$ cat src/sv/assert_macros.svh
// Assertion macros shared by the RTL of the sphere frustum cull block.
// Each macro expects a clock named clk and an active-low reset named arst_n in scope.
`ifndef ASSERT_MACROS_SVH
`define ASSERT_MACROS_SVH

// Same-cycle implication.
`define ASSERT_IMP(label, ante, cons) \
	label: assert property (@(posedge clk) disable iff (!arst_n) (ante) |-> (cons)) \
		else $error("assertion failed");

// Next-cycle implication.
`define ASSERT_NXT(label, ante, cons) \
	label: assert property (@(posedge clk) disable iff (!arst_n) (ante) |=> (cons)) \
		else $error("assertion failed");

`endif

$ cat src/sv/sfc_pkg.sv
// Package for the sphere frustum cull block: register layouts, codes and widths.
// Used by every module of the block; depends on nothing.
`timescale 1ns / 1ps

package sfc_pkg;

	localparam int CFG_IDX_W = 3;

	typedef enum logic [CFG_IDX_W-1:0] {
		REG_BOUND  = 3'd0,
		REG_LEFT   = 3'd1,
		REG_RIGHT  = 3'd2,
		REG_TOP    = 3'd3,
		REG_BOTTOM = 3'd4
	} reg_idx_t;

	typedef enum logic [2:0] {
		CAUSE_NONE   = 3'd0,
		CAUSE_BOUND  = 3'd1,
		CAUSE_LEFT   = 3'd2,
		CAUSE_RIGHT  = 3'd3,
		CAUSE_TOP    = 3'd4,
		CAUSE_BOTTOM = 3'd5
	} cause_t;

	// Which side of a plane rejects: above the radius or below its negative.
	typedef enum logic {
		SIDE_ABOVE = 1'b0,
		SIDE_BELOW = 1'b1
	} side_t;

	typedef struct packed {
		logic signed [15:0] rad;
		logic signed [15:0] cz;
		logic signed [15:0] cy;
		logic signed [15:0] cx;
	} bound_t;

	typedef struct packed {
		logic signed [15:0] d;
		logic signed [15:0] nz;
		logic signed [15:0] ny;
		logic signed [15:0] nx;
	} plane_t;

	typedef struct packed {
		logic signed [15:0] x;
		logic signed [15:0] y;
		logic signed [15:0] z;
		logic        [14:0] r;
	} sphere_t;

endpackage

$ cat src/sv/sfc_bound.sv
// Bounding sphere test: squares registered, then the sum is compared with the radius sum squared.
// Depends on sfc_pkg.
`timescale 1ns / 1ps

module sfc_bound (
	input  logic            clk,
	input  sfc_pkg::sphere_t sph,
	input  sfc_pkg::bound_t  bnd,
	output logic            reject
);
	import sfc_pkg::*;

	logic signed [16:0] dx, dy, dz, rsum;
	logic signed [33:0] sqx, sqy, sqz, sqr;
	logic        [31:0] sqx_s2, sqy_s2, sqz_s2, sqr_s2;
	logic               rneg_s2;
	logic        [33:0] d2;

	always_comb begin
		dx   = {sph.x[15], sph.x} - {bnd.cx[15], bnd.cx};
		dy   = {sph.y[15], sph.y} - {bnd.cy[15], bnd.cy};
		dz   = {sph.z[15], sph.z} - {bnd.cz[15], bnd.cz};
		rsum = {bnd.rad[15], bnd.rad} + $signed({2'b00, sph.r});
		sqx  = dx * dx;
		sqy  = dy * dy;
		sqz  = dz * dz;
		sqr  = rsum * rsum;
	end

	always_ff @(posedge clk) begin
		sqx_s2  <= sqx[31:0];
		sqy_s2  <= sqy[31:0];
		sqz_s2  <= sqz[31:0];
		sqr_s2  <= sqr[31:0];
		rneg_s2 <= rsum[16];
	end

	assign d2     = {2'b00, sqx_s2} + {2'b00, sqy_s2} + {2'b00, sqz_s2};
	assign reject = rneg_s2 || (d2 > {2'b00, sqr_s2});

endmodule

$ cat config.mk
export PLATFORM = sky130hd
export DESIGN_NAME = sfc_bound
export DESIGN_NICKNAME = d
export VERILOG_FILES = /design/src/sv/assert_macros.svh /design/src/sv/sfc_pkg.sv /design/src/sv/sfc_bound.sv
export SDC_FILE = /design/constraint.sdc
export NUM_CORES = 2
export LEC_CHECK = 0
export CORE_ASPECT_RATIO = 0.5
export CORE_MARGIN = 1
export CORE_UTILIZATION = 43
export DETAILED_ROUTE_END_ITERATION = 8
export DONT_BUFFER_PORTS = 1
export GPL_TIMING_DRIVEN = 0
export SLEW_MARGIN = 20
export SYNTH_ARGS = -nofsm -noshare
export SYNTH_HDL_FRONTEND = slang
export SYNTH_SLANG_ARGS = --single-unit
$ cat constraint.sdc
create_clock -name clk -period 11.8 [get_ports clk]
set_clock_uncertainty 0.05 [all_clocks]
set_input_delay 2.95 -clock clk [delete_from_list [all_inputs] [get_ports clk]]
set_output_delay 2.95 -clock clk [all_outputs]
set_load 0.05 [all_outputs]
# Word-level counts from Yosys, hierarchy flattened
# Cells that the tools add are included.
# totals
register_bits	129
input_bits	128
out_inout_bits	1
elab_cells	17
# classes
addsub	6
multipliers	4
n_lt_le_gt_ge	1
n_reduce_logical	1
# ops
op	count
17-bit by 17-bit multiplier with 32-bit output	4
16-bit by 16-bit subtractor with 17-bit output	3
33-bit by 32-bit adder with 34-bit output	1
34-bit by 32-bit > comparator with 1-bit output	1
32-bit by 32-bit adder with 33-bit output	1
16-bit by 16-bit adder with 17-bit output	1
1-bit logical OR	1

# Logic depth before layout (Yosys ltp)
# depth
ltp_word	4
depth_mapped	36
depth_no_buf	35

# Least setup slack after synthesis
# Ideal clock, no wire load.
# synth_timing
path_type	input to register
from	in sph[0] (netlist bit)
to	reg sqr_s2[30]
setup_time_ns	0.106
arrival_time_ns	10.839
required_time_ns	11.644
slack_ns	0.805
stages	33
path_cell_list	ha_1 > inv_1 > fa_1 > nor2b_1 > o21a_1 > o21ai_0 > a211oi_1 > nor3_1 > o41ai_1 > a21oi_1 > o21a_1 > inv_1 > clkbuf_1 > nor2_1 > fa_1 > inv_1 > fa_1 > inv_1 > fa_1 > fa_1 > fa_1 > inv_1 > fa_1 > inv_1 > ha_1 > and3_1 > a221oi_1 > o21ai_0 > a21oi_1 > a211oi_1 > o41ai_1 > or4b_1 > o311ai_0
# synth_via
elab_chain_cells	2
# synth_rtl
element	line_no	source
start, declared	sfc_bound.sv:7	input sfc_pkg::sphere_t sph,
16-bit by 16-bit adder with 17-bit output	sfc_bound.sv:23	rsum = {bnd.rad[15], bnd.rad} + $signed({2'b00, sph.r});
17-bit by 17-bit multiplier with 32-bit output	sfc_bound.sv:27	sqr = rsum * rsum;
net sqr[30]	sfc_bound.sv:14	logic signed [33:0] sqx, sqy, sqz, sqr;
end signal, assigned	sfc_bound.sv:34	sqr_s2 <= sqr[31:0];
end, declared	sfc_bound.sv:15	logic [31:0] sqx_s2, sqy_s2, sqz_s2, sqr_s2;
# The timed path passes the listed nets, and every way through them passes these cells.

# Worst setup path in the final report
# layout_timing
from	in sph[31] (netlist bit)
to	reg sqy_s2[31]
# layout_via
elab_chain_cells	2
# layout_rtl
element	line_no	source
16-bit by 16-bit subtractor with 17-bit output	sfc_bound.sv:21	dy = {sph.y[15], sph.y} - {bnd.cy[15], bnd.cy};
17-bit by 17-bit multiplier with 32-bit output	sfc_bound.sv:25	sqy = dy * dy;
net sqy[31]	sfc_bound.sv:14	
end signal, assigned	sfc_bound.sv:32	sqy_s2 <= sqy[31:0];
end, declared	sfc_bound.sv:15	
# The timed path passes the listed nets, and every way through them passes these cells.

==> summary.md <==
| Metric | Value |
|---|---|
| Remaining DRCs | 0 |
| Crit path required time | 12.05 ns |
| Clock transition at path regs | 0.06 ns |
| Via count | 32200 |
| Non-filler cells in the finished layout | 6441 |
| Initial Util | 0.437 |
| Fraction of layout cells with a size suffix above 1 | 0.0248 |
| Clock Path Buffers | 2 |
| Inst Count DP | 6405 |
| # nets final | 6657 |
| Clk sinks | 125 |
| Highest Clock Rate | 87.8 MHz |
| Outcome | finished, final reports clean |
| Synth top area cells | fa_1 47%, ha_1 12%, inv_1 12% |
| Area leader, netlist | fa_1 |
| Yosys cell types | 70 |
| Hold Path Depth | 1 |
| Placement Setup Slack | -0.852 ns |
| Chip Height | 231 µm |
| Final setup vio count | 0 |
| Worst path most repeated cell | inv_1 |
| Die ar. | 0.106 mm² |
| Io pins | 129 |
| Synth Area per Inst | 9.03 µm² |
| HP Class | in -> reg |
| Num CTS Buffers | 17 |
| #FFs+latches synth | 125 |
| Post-synth top area share | 0.472 |
| Vias in the first global route | 34700 |
| Hold Vio Cnt, Final | 0 |
| Hold buffers post-CTS | 0 |
| Async S/R FF share, synth | 0 |
| Slowest stage delay, CP | 0.51 ns |
| Final WL | 107000 µm |
| Antenna Nets Post-Route | 0 |
| Total congestion overflow | 0 |
| Slew headroom | 0.241 |
| Min Tclk post-route | 11.39 ns |
| Routed vias/inst | 4.99 |
| Inserted Diodes | 0 |
| Final worst slack | 0.406 ns |
| Initial antenna violation count | 0 |
| Starting DRT DRC Count | 1846 |
| Port Buffers | 0 |
| MaxCap Viol Count | 0 |
| Synthesis Warnings | 0 |
| Final hold slack | 3.02 ns |
| Final Max Tran Viols | 0 |
| Hold Path End | sqr_s2[0] |
| First-pass GRT wire length | 178000 µm |
| CTS root buf | clkbuf_16 |
| Crit path capture type | register |
| Core Box Area | 0.103 mm² |
| Main flop type after synthesis | dfxtp_1 |
| Sequential-to-total area share from yosys stat | 0.0554 |
| Kind of critical path | in -> reg |
| CP max-delay cell | fa_1 |
| Hold_sp | bnd[48] |
| Total GRT Usage | 0.211 |
| Placer Congestion | 0.918 |
| Final HPWL DP | 93300 µm |
| Fin crit share | 0.966 |
| Slew @ Worst Pin | 1.13 ns |
| Critical Path Fanout Max | 10 |
| Setup TNS | 0 ns |
| H-tree Lvls | 4 |
| Largest net degree at the start of global routing | 17 |
| Die X | 460 µm |
| Crit start category | input port |
| Mapped Area | 0.0451 mm² |
| Pre-Repair DR Iteration Count | 5 |
| Wire per inst | 16.6 µm |
| CTS tree | yes |
| Number of placement rows | 83 |
| Post-synth EDFFs | 0 |
| CP arrival | 11.64 ns |
| Area delta synth->final | 5.93% |
| Syn Inst Count | 5001 |
-- through the flow --
stage | cell area [µm²] | utilization
finish | 47800 | 0.463
global placement | 46900 | 0.454
detailed placement | 47000 | 0.455
global route | 47800 | 0.463
floorplan | 45100 | -
CTS | 47600 | 0.461
-- cell type report --
class / count / area, µm²
multi-input cells: 3345 / 37100
flip-flops and latches: 125 / 2500
clock inverters: 14 / 160
clock buffers: 18 / 429
plain buffers: 99 / 399
well taps: 1402 / 1750
fillers: 10000 / 55500
inverters: 1428 / 5370
repair buffers: 10 / 91.3
-- logic make-up (layout without fill, tap and decap cells) --
kind of cell    after synthesis  count (layout)  share of synthesized area
buf+inv                    1532            1569                      0.128
other cells                   2               3                   0.000166
simple gates               1104            1104                      0.105
fa+ha+maj                  1503            1503                      0.594
mux                           2               2                   0.000471
flops                       125             125                     0.0554
compound gates              496             496                     0.0715
xor+xnor                    237             237                     0.0464
-- per-layer routing --
layer	wire length (µm)	global-route usage	up-vias	part of all wire
li1	-	-	14900	-
met1	47500	0.294	16400	0.44
met2	51400	0.354	694	0.48
met3	6110	0.0287	105	0.057
met4	1710	0.0375	0	0.016
met5	0	0	-	0
-- state kept, by name (all words and copies together) (netlist names) --
signal	cells
sqz_s2	31
sqr_s2	31
sqx_s2	31
rneg_s2	1
sqy_s2	31
-- placed cells by master (no fill, tap or decap), drive strengths merged, types with 20 or more instances in the layout --
cell,instances
nor3,47
o21a,41
dfxtp,125
a21o,63
nand3,33
nand2b,40
fa,1065
nor2,476
or2,20
xor2,53
ha,438
o21ai,108
clkbuf,112
nor2b,34
xnor2,184
a211oi,20
a21oi,134
nand2,373
inv,1423
-- critical path: cells and delay by family --
family,cells,cell delay [ns]
fa+ha+maj,9,3.87
compound gates,10,2.58
simple gates,3,0.71
xor+xnor,2,0.69
buf+inv,9,0.82
-- synthesized netlist by cell type (13+ instances only) --
| cell type | instances |
|---|---|
| nand2_1 | 373 |
| nor2b_1 | 34 |
| and3_1 | 18 |
| fa_1 | 1065 |
| ha_1 | 438 |
| a21o_1 | 63 |
| or2_2 | 20 |
| nand2b_1 | 40 |
| a21boi_0 | 13 |
| nor2_1 | 476 |
| a21oi_1 | 134 |
| nor3_1 | 45 |
| nor4_1 | 13 |
| xnor2_1 | 184 |
| o21a_1 | 41 |
| nand3_1 | 33 |
| inv_1 | 1413 |
| xor2_1 | 52 |
| a31oi_1 | 15 |
| nand4_1 | 15 |
| clkbuf_1 | 100 |
| dfxtp_1 | 125 |
| o21ai_0 | 107 |
| a211oi_1 | 20 |
-- timing repair --
action / CTS / global route
gates resized for setup: 7 / 34
cloned: 0 / 0
pin swaps: 0 / 3
setup buffers: 0 / 9
endpoints found under the setup margin: 3 / 18
-- worst max path at each step --
stage / from / endpoint / slack, ns / cells past startpoint
6_report: sph[31] / sqy_s2[31] / 0.41 / 33
5_1_grt: sph[0] / sqr_s2[31] / -0.01 / 34
4_1_cts: sph[0] / sqr_s2[31] / 0.04 / 34
3_5_place_dp: sph[0] / sqr_s2[30] / -0.85 / 32
3_3_place_gp: sph[0] / sqr_s2[31] / -0.68 / 34
2_1_floorplan: sph[0] / sqr_s2[30] / 0.81 / 33
Power is left out: the tool's default activity adds up to more than one toggle a clock period on the data nets, which glitch-free logic cannot reach.
