File: src/sv/assert_macros.svh
// Assertion macros shared by the RTL of the sphere frustum cull block.
// Each macro expects a clock named clk and an active-low reset named arst_n in scope.
`ifndef ASSERT_MACROS_SVH
`define ASSERT_MACROS_SVH

// Same-cycle implication.
`define ASSERT_IMP(label, ante, cons) \
	label: assert property (@(posedge clk) disable iff (!arst_n) (ante) |-> (cons)) \
		else $error("assertion failed");

// Next-cycle implication.
`define ASSERT_NXT(label, ante, cons) \
	label: assert property (@(posedge clk) disable iff (!arst_n) (ante) |=> (cons)) \
		else $error("assertion failed");

`endif

File: src/sv/sfc_pkg.sv
// Package for the sphere frustum cull block: register layouts, codes and widths.
// Used by every module of the block; depends on nothing.
`timescale 1ns / 1ps

package sfc_pkg;

	localparam int CFG_IDX_W = 3;

	typedef enum logic [CFG_IDX_W-1:0] {
		REG_BOUND  = 3'd0,
		REG_LEFT   = 3'd1,
		REG_RIGHT  = 3'd2,
		REG_TOP    = 3'd3,
		REG_BOTTOM = 3'd4
	} reg_idx_t;

	typedef enum logic [2:0] {
		CAUSE_NONE   = 3'd0,
		CAUSE_BOUND  = 3'd1,
		CAUSE_LEFT   = 3'd2,
		CAUSE_RIGHT  = 3'd3,
		CAUSE_TOP    = 3'd4,
		CAUSE_BOTTOM = 3'd5
	} cause_t;

	// Which side of a plane rejects: above the radius or below its negative.
	typedef enum logic {
		SIDE_ABOVE = 1'b0,
		SIDE_BELOW = 1'b1
	} side_t;

	typedef struct packed {
		logic signed [15:0] rad;
		logic signed [15:0] cz;
		logic signed [15:0] cy;
		logic signed [15:0] cx;
	} bound_t;

	typedef struct packed {
		logic signed [15:0] d;
		logic signed [15:0] nz;
		logic signed [15:0] ny;
		logic signed [15:0] nx;
	} plane_t;

	typedef struct packed {
		logic signed [15:0] x;
		logic signed [15:0] y;
		logic signed [15:0] z;
		logic        [14:0] r;
	} sphere_t;

endpackage

File: src/sv/sfc_plane.sv
// One side plane test: products registered, then the signed distance is compared with the radius.
// Depends on sfc_pkg.
`timescale 1ns / 1ps

module sfc_plane (
	input  logic            clk,
	input  sfc_pkg::side_t   side,
	input  sfc_pkg::sphere_t sph,
	input  sfc_pkg::plane_t  pln,
	output logic            reject
);
	import sfc_pkg::*;

	logic signed [31:0] px, py, pz;
	logic signed [31:0] px_s2, py_s2, pz_s2;
	logic signed [15:0] d_s2;
	logic        [14:0] r_s2;
	logic signed [33:0] distance, rs, rs_neg;

	always_comb begin
		px = pln.nx * sph.x;
		py = pln.ny * sph.y;
		pz = pln.nz * sph.z;
	end

	always_ff @(posedge clk) begin
		px_s2 <= px;
		py_s2 <= py;
		pz_s2 <= pz;
		d_s2  <= pln.d;
		r_s2  <= sph.r;
	end

	always_comb begin
		rs       = $signed({5'b00000, r_s2, 14'b0});
		rs_neg   = -rs;
		distance = {{2{px_s2[31]}}, px_s2} + {{2{py_s2[31]}}, py_s2}
		         + {{2{pz_s2[31]}}, pz_s2} + {{4{d_s2[15]}}, d_s2, 14'b0};
		if (side == SIDE_ABOVE) begin
			reject = distance > rs;
		end else begin
			reject = distance < rs_neg;
		end
	end

endmodule

File: config.mk
export PLATFORM = sky130hd
export DESIGN_NAME = sfc_plane
export DESIGN_NICKNAME = d
export VERILOG_FILES = /design/src/sv/assert_macros.svh /design/src/sv/sfc_pkg.sv /design/src/sv/sfc_plane.sv
export SDC_FILE = /design/constraint.sdc
export NUM_CORES = 2
export LEC_CHECK = 0
export BUFFER_PORTS_ARGS = -buffer_cell sky130_fd_sc_hd__buf_4
export CELL_PAD_IN_SITES_DETAIL_PLACEMENT = 0
export CELL_PAD_IN_SITES_GLOBAL_PLACEMENT = 2
export CORE_ASPECT_RATIO = 0.75
export CORE_MARGIN = 2
export CORE_UTILIZATION = 40
export DETAILED_ROUTE_END_ITERATION = 8
export MAX_ROUTING_LAYER = met4
export PLACE_DENSITY_LB_ADDON = 0.1
export REMOVE_ABC_BUFFERS = 1
export SYNTH_ARGS = -nofsm -noshare
export SYNTH_HDL_FRONTEND = slang
export SYNTH_SLANG_ARGS = --single-unit
File: constraint.sdc
create_clock -name clk -period 9.71 [get_ports clk]
set_input_delay 0.971 -clock clk [delete_from_list [all_inputs] [get_ports clk]]
set_output_delay 0.971 -clock clk [all_outputs]
set_load 0.02 [all_outputs]
# After elaboration in Yosys (flattened, before gate mapping)
# Index checks and enable logic that the tools add are counted.
# W data, S select, Z words.
[totals]
register_bits = 127
input_bits = 129
out_inout_bits = 1
[op_classes]
n_addsub = 4
mul = 3
order_cmp = 2
n_mux = 1
[ops]
columns = ["operator", "n"]
rows = [
  ["$mul A16 B16 Y32", 3],
  ["$add A33 B32 Y34", 1],
  ["$add A34 B34 Y34", 1],
  ["$gt A34 B30 Y1", 1],
  ["$lt A34 B34 Y1", 1],
  ["$neg A29 Y34", 1],
  ["$add A32 B32 Y33", 1],
  ["$mux W1", 1],
]

# Longest topological paths before layout
[depth]
ltp_word = 5
mapped_depth = 26
ltp_nobuf = 26

# Least setup slack after synthesis
# No wires, ideal clock.
[synth_path]
path_kind = "in2reg"
from = "input pln[26] (netlist bit)"
to = "register py_s2[24]"
setup_time_ps = 72
arrival_ps = 6641
t_required_ps = 9638
path_slack_ps = 2996
stages = 20
cell_sequence = "clkbuf_1 -> nand2_1 -> fa_1 -> fa_1 -> fa_1 -> fa_1 -> inv_1 -> fa_1 -> fa_1 -> ha_1 -> a21o_1 -> a21oi_1 -> nor2b_1 -> o21ai_0 -> or3b_2 -> a211oi_1 -> o21bai_1 -> a211o_1 -> a21oi_1 -> xnor2_1"
[synth_via]
elab_chain_cells = 1
[synth_rtl]
columns = ["item", "line_no", "rtl"]
rows = [
  ["start: declaration", "sfc_plane.sv:9", "input sfc_pkg::plane_t pln,"],
  ["$mul A16 B16 Y32", "sfc_plane.sv:22", "py = pln.ny * sph.y;"],
  ["named net py[24]", "sfc_plane.sv:14", "logic signed [31:0] px, py, pz;"],
  ["end signal: assignment", "sfc_plane.sv:28", "py_s2 <= py;"],
  ["end: declaration", "sfc_plane.sv:15", "logic signed [31:0] px_s2, py_s2, pz_s2;"],
]
# The timed path passes the listed nets, and every way through them passes these cells.

# Final worst setup path
[layout_path]
from = "register px_s2[12]"
to = "output reject"
[layout_via]
elab_chain_cells = 5
word_cells_on_any_way = 6
[layout_rtl]
columns = ["item", "line_no", "rtl"]
rows = [
  ["start: declaration", "sfc_plane.sv:15", ""],
  ["start signal: assignment", "sfc_plane.sv:27", "px_s2 <= px;"],
  ["$add A32 B32 Y33 (*)", "sfc_plane.sv:37", "distance = {{2{px_s2[31]}}, px_s2} + {{2{py_s2[31]}}, py_s2}"],
  ["$add A33 B32 Y34 (*)", "sfc_plane.sv:38", "+ {{2{pz_s2[31]}}, pz_s2} + {{4{d_s2[15]}}, d_s2, 14'b0};"],
  ["$add A34 B34 Y34 (*)", "sfc_plane.sv:38", ""],
  ["$gt A34 B30 Y1 or $lt A34 B34 Y1 (tied branches)", "sfc_plane.sv:40, sfc_plane.sv:42", ""],
  ["$mux W1 (*)", "sfc_plane.sv:39", "if (side == SIDE_ABOVE) begin"],
  ["end: declaration", "sfc_plane.sv:10", "output logic reject"],
]
# Mark *: on every way between the ends. The rest lies on a longest branch, timed or not.

==> impl_metrics.yaml <==
floorplan:
  die_y_um: 264.7
  core_um2: 89740
  initial_core_util: 0.4040
  io_pins: 130
  rows: 95
  fp.dieArea_um2: 93090
  die_x_um: 351.6
drt:
  wl_per_cell_um: 17.74
  drc: 0
  drt-initial-drc-count: 1175
  vias_per_cell: 4.737
  dr.pass1.iters: 5
  ant_nets: 0
  totalWireLength_um: 92170
  vias: 24620
finish:
  nets: 5257
  drive_above_1_share: 0.04572
  fillerInstances: 9028
  area_delta_synth_final_pct: 7.551
  fin_cells: 5197
critical_path:
  cp.arrival_ns: 7.31
  startpoint_type: "flop"
  path_max_fanout: 8
  end_kind: "output pin"
  worstSetupPathType: "flop to output pin"
  critPathRequiredTime_ns: 8.74
sta:
  relSlewSlack: 0.1460
  hold_viol: 0
  fin_crit_sh: 0.8527
  setup_violations: 0
  fmax_ghz: 0.1208
  tns_ns: 0
  slew_viol_final: 0
  post-route-min-period_ns: 8.280
  setup_slack_ns: 1.430
  rsz0062_at_grt: "no"
  tightest_slew_ns: 1.249
global_route:
  grt.met2_usage: 0.3074
  gr-total-overflow: 0
  met1_usage: 0.3471
  grt_max_degree: 17
  grt_pass1_vias: 26810
  gr-usage-met3: 0.01993
  grt_usage: 0.2185
  grt.busiest_layer: "met1"
  antenna_found_initial: 2
  grt_pass1_wl_um: 153000
logic_synthesis:
  ys_warn_count: 0
  synth_xor_xnor_area_share: 0.03444
  synth-adder-area-share: 0.5739
  syn_area_per_cell_um2: 9.246
  yosysTopAreaCell: "fa_1"
  synth_top_family_by_area: "adder cells"
  synthMuxAreaShare: 0.0008973
  synth_async_sr_flop_share: 0
  netlist_area_um2: 36250
  ys_top_cells_by_area: "fa_1 46%, ha_1 11%, inv_1 11%, dfxtp_1 7.0%, and2_1 6.6%"
  ys_types: 74
  syn_inst: 3921
  synth-compound-area-share: 0.05912
  synth_ff_type: "dfxtp_1"
  synth-simple-area-share: 0.1430
  synth_seq_cells: 127
  synth_edf_count: 0
  synth_top_cell_area_share: 0.4627
  synth.yosys.seq_area_share: 0.07013
clocking:
  cts_tree: "done"
  cts_setup_buffers: 0
  cts_root_buffer: "clkbuf_16"
  htree_levels: 4
  clock-sinks: 127
  ctsHoldBuffers: 0
  post_cts_resized: 0
  cts_buffers: 17
  clk_pin_slew_worst_paths_ns: 0.06
  max-clock-path-buffers: 2
min_path:
  hold_depth: 1
  hp-class: "input port to flop"
place:
  numPortBuffers: 129
  dp.cells: 5161
  hpwlAfterDp_um: 80060
  place_congestion: 0.8304
  dp_slack_ns: 1.922
outcome:
  status: "complete, no violations"
run:
  cap_violations: 0
-- through the flow --
stage	area, um^2	hold slack [ns]	util
final	38990	0.6316	0.4345
after global routing	38990	0.6070	0.4344
after CTS	38980	0.5931	0.4344
after detailed placement	38350	1.077	0.4274
after global placement	38350	1.077	0.4274
after floorplan	35860	0.9987	-
-- logic make-up (layout without fill, tap and decap cells) --
group	Yosys count	after routing
adder cells (fa/ha/maj)	1160	1160
buffers and inverters	1142	1202
AND/OR/NAND/NOR	1033	1033
AO/OA/AOI/OAI	316	316
XOR/XNOR	141	141
flip-flops	127	127
multiplexers	2	2
other	0	4
-- final timing paths --
kind  slack, ns        to       from
min        0.63  r_s2[13]    sph[13]
max        1.43    reject  px_s2[12]
-- critical path, cell delays in order, from the launching register on --
cell	delay, ns
dfxtp_1	0.31
inv_1	0.06
fa_1	0.53
inv_1	0.04
ha_1	0.27
ha_1	0.40
a2111oi_0	1.08
a211oi_1	0.31
a211oi_2	0.44
nor2_1	0.10
a31o_2	0.26
xor2_1	0.16
ha_1	0.36
nand4b_1	0.11
nor4_1	0.29
o2111ai_1	0.16
a2111oi_0	0.37
o2111ai_1	0.22
nor4b_2	0.43
a211oi_1	0.10
or4_1	0.50
a22o_1	0.19
buf_4	0.16
-- layout make-up --
| cell class | instances | area, um^2 | share of cell area |
|---|---|---|---|
| timing repair buffer | 130 | 975.9 | 0.02503 |
| sequential | 127 | 2542 | 0.06520 |
| tap | 1212 | 1516 | 0.03889 |
| antenna | 4 | 10.01 | 0.0002567 |
| clock buffer | 19 | 442.9 | 0.01136 |
| inverter | 1040 | 3904 | 0.1001 |
| clock inverter | 13 | 187.7 | 0.004813 |
| multi-input combinational | 2652 | 29410 | 0.7543 |
-- layout by cell type, fill, tap and decap left out, types with 4 or more instances in the layout --
master,count
buf_4,130
o21ai_0,49
a2111oi_0,5
nand3b_1,6
and3_1,8
a211o_1,5
nor4_1,6
clkinvlp_4,6
nor3_1,25
dfxtp_1,127
o21ai_1,4
a221oi_1,4
o211ai_1,6
xor2_1,29
nor2_1,105
nand2b_1,30
a211oi_1,15
fa_1,838
inv_1,1040
o21a_1,13
bufinv_16,4
xnor2_1,111
a21o_1,54
o311ai_0,4
ha_1,322
a311oi_1,4
nand3_1,19
a21oi_1,86
clkbuf_16,17
nand4_1,7
diode_2,4
nor2b_1,18
nand2_1,404
and2_1,380
or3_1,5
o21bai_1,16
o31ai_1,4
a31oi_1,14
or2_2,4
-- flip-flops by register name, summed over array words and instances, names as in the netlist --
signal and count:
d_s2 16, px_s2 32, py_s2 32, pz_s2 32, r_s2 15
-- metal layers --
layer	up-vias	wire, um
li1	11660	-
met1	12510	49550
met2	401	38250
met3	46	3412
met4	0	954
met5	-	0
-- synthesized netlist by cell type, types with 3 or more instances --
cell	n
o21a_1	13
ha_1	322
o31ai_1	4
nand3_1	19
o21ai_1	4
and3_1	8
clkbuf_1	96
a211o_1	5
buf_1	3
nor4_1	6
or3_1	5
o211ai_1	6
a21oi_1	86
and2_1	380
o311ai_0	4
a221o_1	3
fa_1	838
xor2_1	29
nand3b_1	6
o221ai_1	3
nand2_1	404
nor3_1	25
a221oi_1	4
a211oi_1	15
nand4_1	7
xnor2_1	111
o21ai_0	49
o21bai_1	16
nand2b_1	30
dfxtp_1	127
or2_2	4
a311oi_1	4
nor2_1	105
inv_1	1040
nor2b_1	18
nor3b_1	3
a2111oi_0	5
a21oi_2	3
a31oi_1	14
a21o_1	54
Power is not shown: default switching activity piles up to over one toggle a cycle in this logic, so the estimate is an artifact.
